## config.mk

```make
export PLATFORM = sky130hd
export DESIGN_NAME = hello_packet_receiver_unit
export DESIGN_NICKNAME = d
export VERILOG_FILES = /design/src/rtl/hpr_pkg.sv /design/src/rtl/hpr_crc_step.sv /design/src/rtl/hello_packet_receiver_unit.sv
export SDC_FILE = /design/constraint.sdc
export NUM_CORES = 1
export LEC_CHECK = 0
export BUFFER_PORTS_ARGS = -buffer_cell sky130_fd_sc_hd__buf_2
export CAP_MARGIN = 10
export CORE_MARGIN = 5
export CORE_UTILIZATION = 24
export CTS_CLUSTER_DIAMETER = 150
export DETAILED_ROUTE_END_ITERATION = 7
export PLACE_DENSITY = 0.47
export SETUP_SLACK_MARGIN = 0.15
export SYNTH_ARGS = -nofsm -noshare
export SYNTH_HDL_FRONTEND = slang
export SYNTH_SLANG_ARGS = --single-unit
```

## constraint.sdc

```tcl
create_clock -name i_clk -period 13.9 [get_ports i_clk]
set_input_delay 2.78 -clock i_clk [delete_from_list [all_inputs] [get_ports i_clk]]
set_output_delay 2.78 -clock i_clk [all_outputs]
set_load 0.01 [all_outputs]
```

## src/rtl/hpr_pkg.sv

```systemverilog
// shared types and constants for the hello packet receiver
package hpr_pkg;

    localparam int unsigned NUM_WORDS = 9;

    typedef enum logic [1:0] {
        MODE_START = 2'd0,
        MODE_BYTE  = 2'd1,
        MODE_TICK  = 2'd2,
        MODE_NONE  = 2'd3
    } t_mode;

    typedef enum logic [1:0] {
        CFG_MAX_TRIES   = 2'd0,
        CFG_HEADER_WAIT = 2'd1,
        CFG_JUNK_WAIT   = 2'd2,
        CFG_BYTE_GAP    = 2'd3
    } t_cfg_idx;

    localparam logic [1:0] STATUS_BUSY  = 2'd0;
    localparam logic [1:0] STATUS_DONE  = 2'd1;
    localparam logic [1:0] STATUS_ERROR = 2'd2;

    localparam logic [7:0] CH_ENQ   = 8'h05;
    localparam logic [7:0] CH_ACK   = 8'h06;
    localparam logic [7:0] CH_NAK   = 8'h3f;
    localparam logic [7:0] CH_XON   = 8'h11;
    localparam logic [7:0] CH_XOFF  = 8'h13;
    localparam logic [7:0] CH_START = 8'h1f;

    localparam logic [15:0] CRC_POLY = 16'h1021;

    localparam logic [7:0] WORD_OFFSETS [NUM_WORDS] = '{
        8'd2, 8'd4, 8'd6, 8'd8, 8'd90, 8'd92, 8'd94, 8'd96, 8'd114
    };

    localparam logic [3:0] RST_MAX_TRIES   = 4'd3;
    localparam logic [7:0] RST_HEADER_WAIT = 8'd120;
    localparam logic [7:0] RST_JUNK_WAIT   = 8'd10;
    localparam logic [7:0] RST_BYTE_GAP    = 8'd30;

    typedef struct packed {
        logic [1:0] mode;
        logic [7:0] rx_byte;
    } t_in_item;

    typedef struct packed {
        logic        tx_valid;
        logic [7:0]  tx_byte;
        logic [1:0]  status;
        logic [15:0] hello_version;
        logic [15:0] partner_product;
        logic [15:0] version_major;
        logic [15:0] version_minor;
        logic [15:0] zone_number;
        logic [15:0] net_number;
        logic [15:0] node_number;
        logic [15:0] point_number;
        logic [15:0] capability_bits;
    } t_out_item;

endpackage

```

## src/rtl/hpr_crc_step.sv

```systemverilog
// bytewise crc-16/xmodem update
module hpr_crc_step
    import hpr_pkg::*;
(
    input  logic [15:0] i_crc,
    input  logic [7:0]  i_byte,
    output logic [15:0] o_crc
);

    logic [15:0] v_crc;

    always_comb begin
        v_crc = i_crc ^ {i_byte, 8'h00};
        for (int i = 0; i < 8; i++) begin
            if (v_crc[15]) begin
                v_crc = {v_crc[14:0], 1'b0} ^ CRC_POLY;
            end else begin
                v_crc = {v_crc[14:0], 1'b0};
            end
        end
        o_crc = v_crc;
    end

endmodule

```

## src/rtl/hello_packet_receiver_unit.sv

```systemverilog
// hello packet receiver: handshake sequencer with packet capture and crc check
// an accepted item is held in the input register; its result then enters the output register
// throughput: one item per cycle unless output stalls; crc and state step are combinational
// the input stalls only when the output item is not taken and the input stage is full
// reset (synchronous, active low) clears the phase, timers, counters and captured words
// and loads the configuration registers with their default values
module hello_packet_receiver_unit
    import hpr_pkg::*;
#(
    parameter int unsigned PACKET_LEN = 128
) (
    input  logic       i_clk,
    input  logic       i_rst_n,
    input  logic       i_in_valid,
    output logic       o_in_stall,
    input  t_in_item   i_in_item,
    output logic       o_out_valid,
    input  logic       i_out_stall,
    output t_out_item  o_out_item,
    input  logic       i_cfg_we,
    input  logic [1:0] i_cfg_idx,
    input  logic [7:0] i_cfg_data
);

    localparam int unsigned POS_W = $clog2(PACKET_LEN + 2);
    localparam logic [POS_W-1:0] LEN_POS = POS_W'(PACKET_LEN);

    typedef enum logic [2:0] {
        PH_IDLE, PH_WAIT, PH_JUNK, PH_RECV, PH_DONE, PH_ERR
    } t_phase;

    // configuration
    logic [3:0] r_max_tries;
    logic [7:0] r_header_wait, r_junk_wait, r_byte_gap;

    // input stage
    logic     r_in_valid;
    t_in_item r_in_item;

    // output stage
    logic      r_out_valid;
    t_out_item r_out_item;
    t_out_item n_out_item;

    // handshake state
    t_phase           r_phase, n_phase;
    logic [3:0]       r_try, n_try;
    logic [7:0]       r_hdr_tmr, n_hdr_tmr;
    logic [7:0]       r_junk_tmr, n_junk_tmr;
    logic [7:0]       r_gap_tmr, n_gap_tmr;
    logic [POS_W-1:0] r_pos, n_pos;
    logic [15:0]      r_crc, n_crc;
    logic [7:0]       r_crc_hi, n_crc_hi;
    logic [7:0]       r_low_hold, n_low_hold;
    logic [15:0]      r_words [NUM_WORDS];
    logic [15:0]      n_words [NUM_WORDS];

    logic        advance;
    logic [15:0] crc_next;
    logic        active;
    logic [3:0]  try_inc;
    logic        done_next;

    assign advance     = r_in_valid && (!r_out_valid || !i_out_stall);
    assign o_in_stall  = r_in_valid && !advance;
    assign o_out_valid = r_out_valid;
    assign o_out_item  = r_out_item;

    hpr_crc_step u_crc (
        .i_crc  (r_crc),
        .i_byte (r_in_item.rx_byte),
        .o_crc  (crc_next)
    );

    assign active  = (r_phase == PH_WAIT) || (r_phase == PH_JUNK) || (r_phase == PH_RECV);
    assign try_inc = r_try + 4'd1;

    always_comb begin
        n_phase    = r_phase;
        n_try      = r_try;
        n_hdr_tmr  = r_hdr_tmr;
        n_junk_tmr = r_junk_tmr;
        n_gap_tmr  = r_gap_tmr;
        n_pos      = r_pos;
        n_crc      = r_crc;
        n_crc_hi   = r_crc_hi;
        n_low_hold = r_low_hold;
        for (int i = 0; i < NUM_WORDS; i++) begin
            n_words[i] = r_words[i];
        end
        n_out_item          = '0;
        n_out_item.tx_valid = 1'b0;
        n_out_item.tx_byte  = 8'h00;

        unique case (t_mode'(r_in_item.mode))
            MODE_START: begin
                for (int i = 0; i < NUM_WORDS; i++) begin
                    n_words[i] = 16'h0000;
                end
                n_try = 4'd1;
                if (4'd1 > r_max_tries) begin
                    n_phase = PH_ERR;
                end else begin
                    n_out_item.tx_valid = 1'b1;
                    n_out_item.tx_byte  = CH_ENQ;
                    n_hdr_tmr           = r_header_wait;
                    n_phase             = PH_WAIT;
                end
            end
            MODE_TICK: begin
                if (active) begin
                    if (r_hdr_tmr != 8'd0) begin
                        n_hdr_tmr = r_hdr_tmr - 8'd1;
                    end
                    if (r_phase == PH_WAIT) begin
                        if (n_hdr_tmr == 8'd0) begin
                            n_phase = PH_ERR;
                        end
                    end else if (r_phase == PH_JUNK) begin
                        if (r_junk_tmr != 8'd0) begin
                            n_junk_tmr = r_junk_tmr - 8'd1;
                        end
                        if (n_junk_tmr == 8'd0) begin
                            // junk wait over: retry with a fresh enq, or error once the tries run out
                            n_try = try_inc;
                            if (try_inc == 4'd0 || try_inc > r_max_tries) begin
                                n_phase = PH_ERR;
                            end else begin
                                n_out_item.tx_valid = 1'b1;
                                n_out_item.tx_byte  = CH_ENQ;
                                n_hdr_tmr           = r_header_wait;
                                n_phase             = PH_WAIT;
                            end
                        end
                    end else begin
                        if (r_gap_tmr != 8'd0) begin
                            n_gap_tmr = r_gap_tmr - 8'd1;
                        end
                        if (n_gap_tmr == 8'd0) begin
                            n_phase = PH_ERR;
                        end
                    end
                end
            end
            MODE_BYTE: begin
                if (active) begin
                    if (r_phase == PH_WAIT || r_phase == PH_JUNK) begin
                        if (r_in_item.rx_byte == CH_START) begin
                            n_phase   = PH_RECV;
                            n_pos     = '0;
                            n_crc     = 16'h0000;
                            n_crc_hi  = 8'h00;
                            n_gap_tmr = r_byte_gap;
                        end else if (r_phase == PH_WAIT &&
                                     r_in_item.rx_byte != CH_XON &&
                                     r_in_item.rx_byte != CH_XOFF) begin
                            n_junk_tmr = r_junk_wait;
                            n_phase    = PH_JUNK;
                        end
                    end else begin
                        n_gap_tmr = r_byte_gap;
                        if (r_pos < LEN_POS) begin
                            n_crc = crc_next;
                            for (int i = 0; i < NUM_WORDS; i++) begin
                                if (r_pos == POS_W'(WORD_OFFSETS[i])) begin
                                    n_low_hold = r_in_item.rx_byte;
                                end else if (r_pos == POS_W'(WORD_OFFSETS[i] + 8'd1)) begin
                                    n_words[i] = {r_in_item.rx_byte, r_low_hold};
                                end
                            end
                            n_pos = r_pos + POS_W'(1);
                        end else if (r_pos == LEN_POS) begin
                            n_crc_hi = r_in_item.rx_byte;
                            n_pos    = r_pos + POS_W'(1);
                        end else begin
                            // crc trailer complete: answer ack or '?'
                            n_out_item.tx_valid = 1'b1;
                            if ({r_crc_hi, r_in_item.rx_byte} == r_crc) begin
                                n_out_item.tx_byte = CH_ACK;
                                n_phase            = PH_DONE;
                            end else begin
                                n_out_item.tx_byte = CH_NAK;
                                n_phase = (r_hdr_tmr == 8'd0) ? PH_ERR : PH_WAIT;
                            end
                        end
                    end
                end
            end
            MODE_NONE: begin
            end
            default: begin
            end
        endcase

        done_next = (n_phase == PH_DONE);
        if (done_next) begin
            n_out_item.status = STATUS_DONE;
        end else if (n_phase == PH_ERR) begin
            n_out_item.status = STATUS_ERROR;
        end else begin
            n_out_item.status = STATUS_BUSY;
        end
        if (done_next) begin
            n_out_item.hello_version   = n_words[0];
            n_out_item.partner_product = n_words[1];
            n_out_item.version_major   = n_words[2];
            n_out_item.version_minor   = n_words[3];
            n_out_item.zone_number     = n_words[4];
            n_out_item.net_number      = n_words[5];
            n_out_item.node_number     = n_words[6];
            n_out_item.point_number    = n_words[7];
            n_out_item.capability_bits = n_words[8];
        end
    end

    // configuration registers
    always_ff @(posedge i_clk) begin
        if (!i_rst_n) begin
            r_max_tries   <= RST_MAX_TRIES;
            r_header_wait <= RST_HEADER_WAIT;
            r_junk_wait   <= RST_JUNK_WAIT;
            r_byte_gap    <= RST_BYTE_GAP;
        end else if (i_cfg_we) begin
            unique case (t_cfg_idx'(i_cfg_idx))
                CFG_MAX_TRIES:   r_max_tries   <= i_cfg_data[3:0];
                CFG_HEADER_WAIT: r_header_wait <= i_cfg_data;
                CFG_JUNK_WAIT:   r_junk_wait   <= i_cfg_data;
                CFG_BYTE_GAP:    r_byte_gap    <= i_cfg_data;
                default: begin
                end
            endcase
        end
    end

    // input and output stages
    always_ff @(posedge i_clk) begin
        if (!i_rst_n) begin
            r_in_valid  <= 1'b0;
            r_out_valid <= 1'b0;
        end else begin
            if (i_in_valid && !o_in_stall) begin
                r_in_valid <= 1'b1;
            end else if (advance) begin
                r_in_valid <= 1'b0;
            end
            if (advance) begin
                r_out_valid <= 1'b1;
            end else if (!i_out_stall) begin
                r_out_valid <= 1'b0;
            end
        end
    end

    always_ff @(posedge i_clk) begin
        if (i_in_valid && !o_in_stall) begin
            r_in_item <= i_in_item;
        end
        if (advance) begin
            r_out_item <= n_out_item;
        end
    end

    // handshake state
    always_ff @(posedge i_clk) begin
        if (!i_rst_n) begin
            r_phase    <= PH_IDLE;
            r_try      <= 4'd0;
            r_hdr_tmr  <= 8'd0;
            r_junk_tmr <= 8'd0;
            r_gap_tmr  <= 8'd0;
            r_pos      <= '0;
            r_crc      <= 16'h0000;
            r_crc_hi   <= 8'h00;
            r_low_hold <= 8'h00;
            for (int i = 0; i < NUM_WORDS; i++) begin
                r_words[i] <= 16'h0000;
            end
        end else if (advance) begin
            r_phase    <= n_phase;
            r_try      <= n_try;
            r_hdr_tmr  <= n_hdr_tmr;
            r_junk_tmr <= n_junk_tmr;
            r_gap_tmr  <= n_gap_tmr;
            r_pos      <= n_pos;
            r_crc      <= n_crc;
            r_crc_hi   <= n_crc_hi;
            r_low_hold <= n_low_hold;
            for (int i = 0; i < NUM_WORDS; i++) begin
                r_words[i] <= n_words[i];
            end
        end
    end

endmodule
```

Word-level counts from Yosys, hierarchy flattened

Memory sizes are Yosys's and may differ from the RTL's.
Cells that the tools add are included.

Bits in registers: 266
Memory bits (writable): 144
Input port bits: 25
Output and inout bits: 157
Word-level logic and storage cells: 282
Memories: 1

Add/sub/neg operators: 5
$lt $le $gt $ge: 3
Equal/unequal tests: 47
Multiplexer cells: 136
Bitwise operators: 19
Reduce and logical (&&, ||, !) cells: 42

Memories:

| name    | words | width | read ports | clocked after Yosys merged registers in | wr ports | RTL line                         | text |
|---|---|---|---|---|---|---|---|
| r_words | 9     | 16    | 9          | 0                                       | 9        | hello_packet_receiver_unit.sv:55 | `logic [15:0] r_words [NUM_WORDS];` |

Operators by type and width:

| cell                  | count |
|---|---|
| $mux W16              | 30 |
| $mux W144             | 3 |
| $mux W8               | 48 |
| $pmux W144 S2         | 1 |
| $mux W13              | 8 |
| $mux W9               | 10 |
| $eq A8 B7 Y1 const B  | 10 |
| $mux W3               | 16 |
| $pmux W8 S2           | 3 |
| $eq A8 B3 Y1 const B  | 4 |
| $logic_not A8 Y1      | 4 |
| $pmux W9 S3           | 1 |
| $not A3 Y3            | 8 |
| $reduce_bool A8 Y1    | 3 |
| $sub A8 B1 Y8 const B | 3 |
| $ne A2 B2 Y1 const B  | 11 |
| $reduce_and A6 Y1     | 3 |
| $eq A16 B16 Y1        | 1 |
| $eq A8 B2 Y1 const B  | 2 |
| $eq A8 B4 Y1 const B  | 2 |
| $mux W4               | 4 |
| $ne A8 B5 Y1 const B  | 2 |
| $xor A16 B16 Y16      | 1 |
| $reduce_and A5 Y1     | 2 |
| 33 further kinds      | 72 |

Depth between registers and ports, before layout

Gate-level depths: netlist of run 1.

Word-level depth: 19
Depth in mapped cells: 13
Depth with buffers taken out: 10

Cells and area by module

From an unflattened synthesis of run 1, not the netlist that was laid out.

Cell total of the unflattened synthesis: 1611
Area, all modules: 18475.2 µm²

By module, submodules not included:

| module                     | instances | cells each | area each (µm²) | seq. area each (µm²) |
|---|---|---|---|---|
| hello_packet_receiver_unit | 1         | 1586       | 18079.8         | 11150.7 |
| hpr_crc_step               | 1         | 25         | 395.4           | 0.0 |

Worst setup path before layout of run 1

OpenSTA, ideal clock, no wires.

Path kind: input-to-reg
Start point: input port i_out_stall
End point: memory r_words[8][10], in the netlist r_words[0][138] (data pin)
Library setup time: 266 ps
Arrival time: 7782 ps
Data required time: 13634 ps
Slack: 5852 ps
Stages on the path: 7
Cells stage by stage: nand2_1 nand2_1 clkinv_1 nand2_1 clkbuf_1 clkbuf_1 nor2_1

RTL lines:

| what        | RTL line                         | text |
|---|---|---|
| from (decl) | hello_packet_receiver_unit.sv:18 | `input logic i_out_stall,` |
| to (decl)   | hello_packet_receiver_unit.sv:55 |  |

Final worst setup path of run 1

Start point: input port i_out_stall
End point: output port o_in_stall

Cells in the longest elaborated chain, start to end: 5

Ends and longest elaborated chain:

| what                | RTL line                         | text |
|---|---|---|
| $logic_not A1 Y1    | -                                |  |
| $logic_or A1 B1 Y1  | hello_packet_receiver_unit.sv:64 | `assign advance = r_in_valid && (!r_out_valid \|\| !i_out_stall);` |
| $logic_and A1 B1 Y1 | hello_packet_receiver_unit.sv:64 |  |
| $logic_not A1 Y1    | hello_packet_receiver_unit.sv:65 | `assign o_in_stall = r_in_valid && !advance;` |
| $logic_and A1 B1 Y1 | hello_packet_receiver_unit.sv:65 |  |
| to (decl)           | hello_packet_receiver_unit.sv:15 | `output logic o_in_stall,` |

Every way passes these cells.

==> results of run 1 <==
## worst max-delay path by stage
stage                      startpoint               to  slack [ns]  cells after the start
after detailed placement  i_out_stall       o_in_stall        7.89                      3
after global routing      i_out_stall       o_in_stall        7.86                      3
after floorplan           i_out_stall  r_words[0][138]        5.85                      7
after CTS                 i_out_stall       o_in_stall        7.89                      3
after global placement    i_out_stall       o_in_stall        7.89                      3
final                     i_out_stall       o_in_stall        7.89                      3
## flip-flops by register name, indices dropped and copies added (netlist names), 8 cells and up
| register | flops |
|---|---|
| r_byte_gap | 8 |
| r_hdr_tmr | 8 |
| o_out_item | 150 |
| r_header_wait | 8 |
| r_junk_wait | 8 |
| r_in_item | 10 |
| r_pos | 8 |
| r_words | 144 |
| r_low_hold | 8 |
| r_junk_tmr | 8 |
| r_gap_tmr | 8 |
| r_crc | 16 |
| r_crc_hi | 8 |
## kinds of logic after synthesis
logic type	after synthesis
simple gates	674
compound gates	337
xor+xnor	56
buf+inv	155
mux	22
other cells	1
flops	405
fa+ha+maj	14
## layer usage
metal / GRT usage, % / part of all wire, %
met5: 0 / 0
met4: 4.09 / 2.7
met3: 2.24 / 6.2
met2: 20.0 / 46
met1: 16.8 / 45
## power by group
part	total, mW	switching [mW]	leakage [nW]	internal, mW
combinational	0.244	0.172	3.04	0.0718
sequential	1.38	0.0203	3.96	1.36
clock	1.22	0.528	0.726	0.689
total	2.84	0.720	7.72	2.12
## tightest hold or removal path, delay by kind of cell, from the launching register on
family | cells | cell delay, ns
AOI/OAI and AO/OA | 1 | 0.06
DFF | 1 | 0.31
and+or+nand+nor | 1 | 0.05
## placed cells by master, fill, tap and decap left out, types with 21 or more instances in the layout
master / instances
nor2_1: 304
edfxtp_1: 304
buf_2: 179
a22oi_1: 146
nand2_1: 107
dfxtp_1: 101
nor2_4: 48
clkbuf_16: 46
xnor2_1: 41
o21ai_0: 41
nor2b_1: 40
a21oi_1: 35
nand3_1: 33
buf_4: 24
nor3_1: 22
inv_1: 21
and2_1: 21
mux2i_1: 21
## per-stage QoR
step / power [mW] / cell area, µm² / cells / utilization, % / setup slack, ns
4_1_cts: 2.88 / 21900 / 2863 / 28.4 / 7.89
6_report: 2.84 / 21900 / 2864 / 28.4 / 7.89
3_5_place_dp: 1.65 / 20400 / 2777 / 26.5 / 7.89
5_1_grt: 2.95 / 21900 / 2863 / 28.4 / 7.86
2_1_floorplan: 1.58 / 18600 / 1665 / - / 5.85
3_3_place_gp: 1.65 / 20400 / 2777 / 26.5 / 7.89
## area by class of cell
| class | count | area, µm² | area share, % |
|---|---|---|---|
| Tap cell | 1040 | 1300 | 5.94 |
| Sequential cell | 405 | 11200 | 50.9 |
| Multi-Input combinational cell | 1105 | 6770 | 30.9 |
| Antenna cell | 1 | 2.50 | 0.0114 |
| Clock inverter | 28 | 268 | 1.22 |
| Clock buffer | 58 | 1230 | 5.60 |
| Timing Repair Buffer | 203 | 1080 | 4.92 |
| Inverter | 24 | 95.1 | 0.434 |
==> impl_summary.txt, run 1 <==
----------------------------------------------------
[Clock network]
  Post-CTS Setup Inserts ... 0
  Later-pin clock latency in the skew report ... roughly 0.6 ns
  Max clock buf depth ... 3
  Clock tree from TritonCTS ... done
  Total clock buffers created by CTS ... 46
  CTS hold repair buffers ... 0
  Root cell of the clock tree ... clkbuf_16
  H-tree depth reported by CTS ... 2
  Clk slew on worst S/H paths ... about 0.060 ns
  CTS Sinks ... between 400 and 500
  Cells resized by post-CTS repair ... 0

[Die]
  Core Region ... slightly below 80000 µm²
  Effective utilization at floorplan ... roughly 24%
  Chip Height ... just under 300 µm
  Boundary Pins ... between 150 and 200
  Die Footprint ... 83100 µm²
  X dimension of the die ... 288 µm
  Rows ... just over 100

[Critical path]
  Worst reg2reg path depth ... 11
  Most prevalent standard cell on the critical path ... buf_2
  Number of buffers and inverters on the critical path ... 2
  Critical path class ... in2out
  Crit Path Max Fanout ... 3
  Worst path required time ... between 10 and 15 ns
  Slowest stage delay, CP ... approximately 0.19 ns
  Cells traversed along the worst timing path ... buf_2 > and3_1 > buf_2
  Kind of cell adding the most delay to the critical path ... buffers and inverters
  Register-to-register setup slack ... between 8 and 9 ns
  Sort of element at the start of the critical path ... input pin
  Critical Path AT ... roughly 3.2 ns
  CP max-delay cell ... and3_1
  Kind of capture point of the worst setup path ... output pin
  Reg-to-Reg Start ... r_junk_tmr[0]
  Critical register-to-register path endpoint ... o_out_item[71]

[Route]
  Via count ... around 13k
  Total Wirelength ... 53500 µm
  Antenna Nets Post-Route ... 0
  Via-to-Cell Ratio ... between 4 and 5
  Average wire length per cell after detail routing ... roughly 19 µm
  Number of DRC violations after detailed-routing iteration 0 ... around 1.0k
  Number of detailed-routing iterations run before antenna repair ... 5
  Number of DRC violations after detailed routing ... 0

[Place]
  Half-perimeter wire length after placement ... 34000 µm
  GP Congestion ... approximately 0.8
  Number of buffers inserted by port buffering ... about 180

[STA]
  Part of the cycle the worst path needs ... between 40% and 50%
  Maximum achievable frequency ... between 0.15 and 0.2 GHz
  Final worst path period need ... 6.01 ns
  Setup skew after layout ... roughly 0.021 ns
  Hold Worst Slack ... ~0.47 ns
  Sum Neg Setup Slack ... 0 ns
  RSZ-0062 raised after global routing ... no
  Relative slew slack ... between 15 and 20%
  Measured slew at the worst slew-check pin ... between 1 and 1.5 ns
  Setup violations, final ... 0
  Hold Violations, Final ... 0
  Number of pins exceeding their max-slew limit in the final report ... 0

[Power and ir drop]
  Power density normalized to cell area ... ~130 nW/µm²
  Peak supply drop ... 0.0684 mV
  Leakage power total ... roughly 7.7 nW

[GRT]
  Wire length of the first global-routing pass ... ~80000 µm
  Grt total ovfl ... 0
  Largest net degree at the start of global routing ... between 100 and 150
  Antenna violations before repair ... 0
  Overall routing resource usage ... ~12%
  Number of global-route vias before repair ... roughly 13k

[Synthesis]
  Simple-gate area share of the yosys netlist ... a little under a fifth
  Most used flip-flop cell after synthesis ... edfxtp_1
  Top cells by count, synth ... edfxtp_1 (304), nor2_1 (304), a22oi_1 (146), nand2_1 (109), clkbuf_1 (105)
  Area share of the largest cell type after synthesis ... between 40% and 50%
  Library cell occupying the most area in the post-synthesis netlist ... edfxtp_1
  Area of the mapped netlist ... roughly 19000 µm²
  Share of flip-flops with an asynchronous set or reset ... 0%
  Top area cells in the synthesized netlist ... edfxtp_1 (49%), dfxtp_1 (11%), nor2_1 (6.1%)
  Sequential area share after synthesis ... 60.0%
  Synthesized instance count ... approximately 1.7k
  Main combinational cell family by area after synthesis ... simple AND/OR/NAND/NOR gates
  Ys Warns ... 0
  Adder and majority cell fraction of the synthesized area ... less than 1%
  Xor-xnor portion of the synthesized cell area ... around 2.6%
  Number of distinct library cells after synthesis ... 74
  Number of register bits inferred by synthesis ... 405
  Compound-gate portion of the synthesized area ... around an eighth
  Avg Inst Size Synth ... about 11 µm²
  Post-synth EDFFs ... roughly 300
  Multiplexer share of the synthesized area ... about 1.2%

[Min path]
  Hold EP ... r_byte_gap[0]
  Hold Startpoint ... r_byte_gap[0]
  Type of the most critical hold path ... reg2reg
  Hold Path Cell Cnt ... 2

[Job]
  Count of maximum capacitance violations ... 0

[Layout]
  Fraction of layout cells with a size suffix above 1 ... roughly a fifth
  Final-layout fill cell count ... 8072
  Post-layout nets ... roughly 1.8k
  Synthesis-to-layout area growth ... 17.9%

[Outcome]
  Result of the run ... completed

----------------------------------------------------
(Power assumes the default switching activity.)
==> inputs of run 2 (changes only) <==
PLACE_DENSITY = 0.48   (was 0.47)
clock period = 5.1 ns   (was 13.9 ns; I/O delays follow)
==> impl_summary.txt, run 2 (synthesis results as in run 1) <==
----------------------------------------------------
[Critical path]
  Reg-to-Reg Start ... r_in_item[4] (was r_junk_tmr[0])
  Critical path class ... reg2reg (was in2out)
  Crit Path Max Fanout ... 65 (was 3)
  Kind of capture point of the worst setup path ... flop (was output pin)
  Register-to-register setup slack ... 1.14 ns (was 8.81 ns)
  Critical Path AT ... 4.39 ns (was 3.23 ns)
  Critical register-to-register path endpoint ... o_out_item[31] (was o_out_item[71])
  Sort of element at the start of the critical path ... flop (was input pin)
  Worst path required time ... 5.53 ns (was 11.12 ns)
  Worst reg2reg path depth ... 8 (was 11)

[GRT]
  Grt total ovfl ... 0 (unchanged)
  Wire length of the first global-routing pass ... 81800 µm (was 79900 µm)
  Largest net degree at the start of global routing ... 127 (was 104)
  Number of global-route vias before repair ... 13.0k (was 12.8k)
  Antenna violations before repair ... 1 (was 0)
  Overall routing resource usage ... 12.7% (was 12.4%)

[Power and ir drop]
  Flop pwr share ... 48.9% (was 48.5%)
  Share of power burned in combinational logic ... 8.4% (was 8.6%)
  Power density normalized to cell area ... 352 nW/µm² (was 130 nW/µm²)
  Internal power summed over all cells ... 5.76 mW (was 2.12 mW)
  Leakage power total ... 7.73 nW (was 7.72 nW)
  Switching part of the total ... 25.3% (was 25.4%)
  Peak supply drop ... 0.197 mV (was 0.0684 mV)
  Net switching power ... 1.95 mW (was 720 µW)
  Power share of the clock group ... 42.7% (was 42.9%)

[Clock network]
  Root cell of the clock tree ... clkbuf_16 (unchanged)
  Max clock buf depth ... 3 (unchanged)
  CTS Sinks ... 405 (unchanged)
  Post-CTS Setup Inserts ... 0 (unchanged)
  Cells resized by post-CTS repair ... 0 (unchanged)
  Total clock buffers created by CTS ... 46 (unchanged)
  Clock tree from TritonCTS ... done (unchanged)
  Clk slew on worst S/H paths ... 0.06 ns (about the same)
  H-tree depth reported by CTS ... 2 (unchanged)
  CTS hold repair buffers ... 0 (unchanged)
  Later-pin clock latency in the skew report ... 0.60 ns (about the same)

[STA]
  Setup skew after layout ... 0.0501 ns (was 0.0212 ns)
  Hold Violations, Final ... 0 (unchanged)
  RSZ-0062 raised after global routing ... no (unchanged)
  Measured slew at the worst slew-check pin ... 1.19 ns (was 1.24 ns)
  Number of pins exceeding their max-slew limit in the final report ... 0 (unchanged)
  Relative slew slack ... 20.0% (was 16.8%)
  Part of the cycle the worst path needs ... between 70% and 80%
  Maximum achievable frequency ... about 0.25 GHz
  Setup violations, final ... 0 (unchanged)
  Hold Worst Slack ... 0.468 ns (was 0.472 ns)
  Final worst path period need ... a little under 4 ns
  Sum Neg Setup Slack ... 0 ns (unchanged)

[Route]
  Number of DRC violations after detailed routing ... 0 (unchanged)
  Number of DRC violations after detailed-routing iteration 0 ... 1012 (was 1008)
  Number of detailed-routing iterations run before antenna repair ... 5 (unchanged)
  Average wire length per cell after detail routing ... 19.0 µm (was 18.7 µm)
  Antenna Nets Post-Route ... 0 (unchanged)
  Via-to-Cell Ratio ... 4.63 (was 4.61)
  Total Wirelength ... 54500 µm (was 53500 µm)
  Via count ... 13.3k (was 13.2k)

[Place]
  GP Congestion ... 0.807 (was 0.801)
  Number of buffers inserted by port buffering ... 179 (unchanged)
  Half-perimeter wire length after placement ... 35300 µm (was 34000 µm)

[Layout]
  Most frequent cells in the layout ... nor2_1 (304), edfxtp_1 (304), buf_2 (179) (unchanged)
  Antenna diode count ... 0 (was 1)
  Fraction of layout cells with a size suffix above 1 ... 19.8% (was 19.9%)
  Post-layout nets ... 1822 (was 1824)
  Flip-flop count of the largest register after layout ... 150 (unchanged)
  Synthesis-to-layout area growth ... 18.0% (was 17.9%)
  Final-layout fill cell count ... 8080 (was 8072)

[Min path]
  Hold Path Cell Cnt ... 2 (unchanged)
  Hold Startpoint ... r_junk_wait[0] (was r_byte_gap[0])
  Type of the most critical hold path ... reg2reg (unchanged)
  Hold EP ... r_junk_wait[0] (was r_byte_gap[0])

[Die]
  Boundary Pins ... 182 (unchanged)
  Core Region ... 77100 µm² (unchanged)
  Effective utilization at floorplan ... 24.1% (unchanged)
  Die Footprint ... 83100 µm² (unchanged)
  Rows ... 102 (unchanged)
  Chip Height ... 288 µm (unchanged)
  X dimension of the die ... 288 µm (unchanged)

[Job]
  Count of maximum capacitance violations ... 0 (unchanged)

[Outcome]
  Result of the run ... completed (unchanged)

----------------------------------------------------
[run 2: cell types whose count changed in the layout (fill, tap and decap cells not counted), sizes merged]
cell      previous run  this run
diode                1         0
inv                 28        26
clkinvlp             3         2
buf                203       201
clkbuf              58        54
clkinv              18        25
[run 2: layer usage]
| metal | track usage (%) | share of wire [%] | up-vias |
|---|---|---|---|
| met4 | 3.20 | 2.1 | 2 |
| met3 | 2.68 | 5.9 | 73 |
| met1 | 17.8 | 46 | 6587 |
| met2 | 20.0 | 46 | 330 |
| met5 | 0 | 0.024 | - |
| li1 | - | - | 6267 |
[run 2: worst max-delay path, stage by stage (launching register included)]
cell and delay [ns]:
edfxtp_1 0.90, xnor2_1 0.19, nand4_1 0.10, nor4_1 0.71, o211ai_1 0.18, a31oi_1 0.40, nand3_4 0.53, buf_12 0.50
nor2_1 0.19
[run 2: metrics by stage]
stage / setup slack [ns] / instances / util (%) / power [mW] / area [µm²]
finish: 1.14 / 2861 / 28.4 / 7.71 / 21900
global route: 0.878 / 2861 / 28.4 / 8.03 / 21900
CTS: 1.08 / 2859 / 28.4 / 7.83 / 21900
detailed placement: 1.14 / 2773 / 26.5 / 4.50 / 20400
global placement: 1.28 / 2772 / 26.4 / 4.49 / 20400
floorplan: 0.755 / 1665 / - / 4.29 / 18600
[run 2: area by class of cell]
type / instances / area (µm²) / share of cell area, %
multi-input combinational: 1105 / 6780 / 31.0
timing repair buffer: 201 / 1080 / 4.93
clock buffer: 54 / 1210 / 5.53
inverter: 24 / 95.1 / 0.434
sequential: 405 / 11200 / 50.9
tap: 1040 / 1300 / 5.94
clock inverter: 32 / 289 / 1.32
[run 2: how the worst max path moves through the flow]
stage            startpoint              end
2_1_floorplan   i_out_stall  r_words[0][138]
3_3_place_gp   r_in_item[0]   o_out_item[86]
3_5_place_dp   r_in_item[0]   o_out_item[31]
4_1_cts        r_in_item[4]   o_out_item[31]
5_1_grt        r_in_item[4]   o_out_item[89]
6_report       r_in_item[4]   o_out_item[31]
[run 2: power groups by stage]
stage	registers (mW)	logic (mW)	clock network, mW
final	3.77	0.647	3.30
after global routing	3.78	0.711	3.54
after CTS	3.77	0.661	3.39
after detailed placement	3.84	0.658	0
after global placement	3.84	0.650	0
after floorplan	3.83	0.456	0
==> inputs of run 3 (changes only) <==
clock period = 3.2 ns   (was 5.1 ns; I/O delays follow)
==> impl_summary.txt, run 3 (synthesis results as in run 1) <==
----------------------------------------------------
[Clock network]
  Total clock buffers created by CTS ... 47 (was 46)
  Later-pin clock latency in the skew report ... 0.59 ns (was 0.60 ns)
  CTS hold repair buffers ... 0 (unchanged)
  Clk slew on worst S/H paths ... 0.06 ns (about the same)
  H-tree depth reported by CTS ... 2 (unchanged)
  Clock tree from TritonCTS ... done (unchanged)
  CTS Sinks ... 405 (unchanged)
  Max clock buf depth ... 3 (unchanged)
  Root cell of the clock tree ... clkbuf_16 (unchanged)

[STA]
  Measured slew at the worst slew-check pin ... 0.950 ns (was 1.19 ns)
  Number of pins exceeding their max-slew limit in the final report ... 0 (unchanged)
  Setup skew after layout ... 0.0220 ns (was 0.0501 ns)
  Setup violations, final ... 0 (unchanged)
  Part of the cycle the worst path needs ... 91.5% (was 77.7%)
  Final worst path period need ... 2.93 ns (was 3.96 ns)
  RSZ-0062 raised after global routing ... no (unchanged)
  Sum Neg Setup Slack ... 0 ns (unchanged)
  Maximum achievable frequency ... 0.341 GHz (was 0.252 GHz)
  Hold Violations, Final ... 0 (unchanged)
  Relative slew slack ... 36.2% (was 20.0%)

[Layout]
  Final-layout fill cell count ... 8002 (was 8080)
  Storage element area ... 11200 µm² (about the same)
  Post-layout nets ... 1882 (was 1822)
  Core occupancy in the finished layout ... 29.4% (was 28.4%)
  Area of the multi-input gates ... 6860 µm² (was 6780 µm²)
  Fraction of layout cells with a size suffix above 1 ... 23.5% (was 19.8%)
  Flip-flop count of the largest register after layout ... 150 (unchanged)
  Synthesis-to-layout area growth ... 22.0% (was 18.0%)
  Post-route cell area ... 22700 µm² (was 21900 µm²)
  Most frequent cells in the layout ... nor2_1 (304), edfxtp_1 (304), buf_2 (179) (unchanged)

[Min path]
  Type of the most critical hold path ... in2reg (was reg2reg)

[Critical path]
  Cells traversed along the worst timing path ... or4_4 > or4_4 > o32ai_2 > o211ai_1 > a41oi_2 > nand3_4 > buf_16 > buf_16 > nor2_1 (was xnor2_1 > nand4_1 > nor4_1 > o211ai_1 > a31oi_1 > nand3_4 > buf_12 > nor2_1)
  CP max-delay cell ... or4_4 (was edfxtp_1)
  Kind of capture point of the worst setup path ... flop (unchanged)
  Crit Path Max Fanout ... 20 (was 65)
  Critical Path AT ... 3.38 ns (was 4.39 ns)
  Critical path class ... reg2reg (unchanged)
  Sort of element at the start of the critical path ... flop (unchanged)
  Worst path required time ... 3.65 ns (was 5.53 ns)
  Register-to-register setup slack ... 0.27 ns (was 1.14 ns)
  Slowest stage delay, CP ... 0.58 ns (was 0.90 ns)

[Place]
  Placed instance area ... 20900 µm² (was 20400 µm²)
  Half-perimeter wire length after placement ... 36800 µm (was 35300 µm)
  GP Congestion ... 0.829 (was 0.807)
  Number of buffers inserted by port buffering ... 179 (unchanged)

[Die]
  Chip Height ... 288 µm (unchanged)
  Effective utilization at floorplan ... 24.1% (unchanged)
  Rows ... 102 (unchanged)
  Die Footprint ... 83100 µm² (unchanged)
  Core Region ... 77100 µm² (unchanged)
  X dimension of the die ... 288 µm (unchanged)
  Boundary Pins ... 182 (unchanged)

[Power and ir drop]
  Peak supply drop ... 0.311 mV (was 0.197 mV)
  Leakage power total ... 8.14 nW (was 7.73 nW)
  Power density normalized to cell area ... 558 nW/µm² (was 352 nW/µm²)
  Final Total Pwr ... 12.6 mW (was 7.71 mW)

[Job]
  Count of maximum capacitance violations ... 0 (unchanged)

[GRT]
  Wire length of the first global-routing pass ... 81000 µm (was 81800 µm)
  Largest net degree at the start of global routing ... 132 (was 127)
  Number of global-route vias before repair ... 13.1k (was 13.0k)
  Antenna violations before repair ... 0 (was 1)
  Overall routing resource usage ... 12.6% (was 12.7%)
  Grt total ovfl ... 0 (unchanged)

[Route]
  Number of DRC violations after detailed-routing iteration 0 ... 938 (was 1012)
  Total Wirelength ... 54500 µm (about the same)
  Via count ... 13.4k (was 13.3k)
  Metal-1 WL ... 24500 µm (was 25000 µm)
  Number of detailed-routing iterations run before antenna repair ... 5 (unchanged)
  Number of DRC violations after detailed routing ... 0 (unchanged)
  Antenna Nets Post-Route ... 0 (unchanged)
  Routed wire length on met3 ... 2860 µm (was 3240 µm)
  Via-to-Cell Ratio ... 4.58 (was 4.63)
  Met2 Wirelength ... 26000 µm (was 25100 µm)
  Highest routing layer actually used ... met4 (was met5)
  Average wire length per cell after detail routing ... 18.7 µm (was 19.0 µm)

[Outcome]
  Result of the run ... completed (unchanged)

----------------------------------------------------
[run 3: changes by cell type in the layout (fill, tap and decap cells not counted), moves of 3 or more]
cell and change:
buf_4 +51, clkbuf_16 +3, dfxtp_2 +6, nor3_1 -4
dfxtp_1 -7, nor3_2 +3, buf_12 +7
[run 3: final timing paths]
check | from | endpoint | cells after the start
hold / removal | i_in_item[9] | r_in_item[9] | 1
setup / recovery | r_hdr_tmr[3] | o_out_item[47] | 9
hold reg to reg | r_junk_wait[4] | r_junk_wait[4] | 2
setup reg to reg | r_hdr_tmr[3] | o_out_item[47] | 9
[run 3: layer usage]
layer / global-route usage, % / vias up
li1: - / 6383
met1: 17.1 / 6589
met2: 20.9 / 349
met3: 2.23 / 68
met4: 3.21 / 0
met5: 0 / -
[run 3: report_power, final]
group,switching [mW],internal [mW],leakage [nW]
clock network,2.27,3.22,0.767
logic,0.780,0.404,3.41
registers,0.0943,5.89,3.96
[run 3: timing repair]
action / 4_1_cts / 5_1_grt
gates cloned: 0 / 1
gates resized for setup: 3 / 22
pin swaps: 0 / 2
setup buffers: 0 / 4
setup endpoints to repair: 120 / 159
[run 3: per-stage QoR]
| step | setup WS, ns | instances | hold WS (ns) |
|---|---|---|---|
| after global routing | 0.141 | 2920 | 0.216 |
| after global placement | 0.114 | 2829 | 0.456 |
| after floorplan | 0.399 | 1665 | 0.440 |
| final | 0.271 | 2921 | 0.249 |
| after CTS | 0.159 | 2915 | 0.205 |
| after detailed placement | 0.0110 | 2829 | 0.459 |
[run 3: critical path: cells and delay by family (launching register included)]
family / cells / cell delay, ns
simple gates: 4 / 1.33
buf+inv: 2 / 0.42
compound gates: 3 / 0.64
flops: 1 / 0.38
[run 3: cell type report]
class | count | share of cell area (%)
timing repair buffer | 260 | 7.33
antenna | 1 | 0.0110
clock buffer | 55 | 5.52
multi-input combinational | 1105 | 30.3
inverter | 24 | 0.453
tap | 1040 | 5.74
sequential | 405 | 49.3
clock inverter | 31 | 1.42
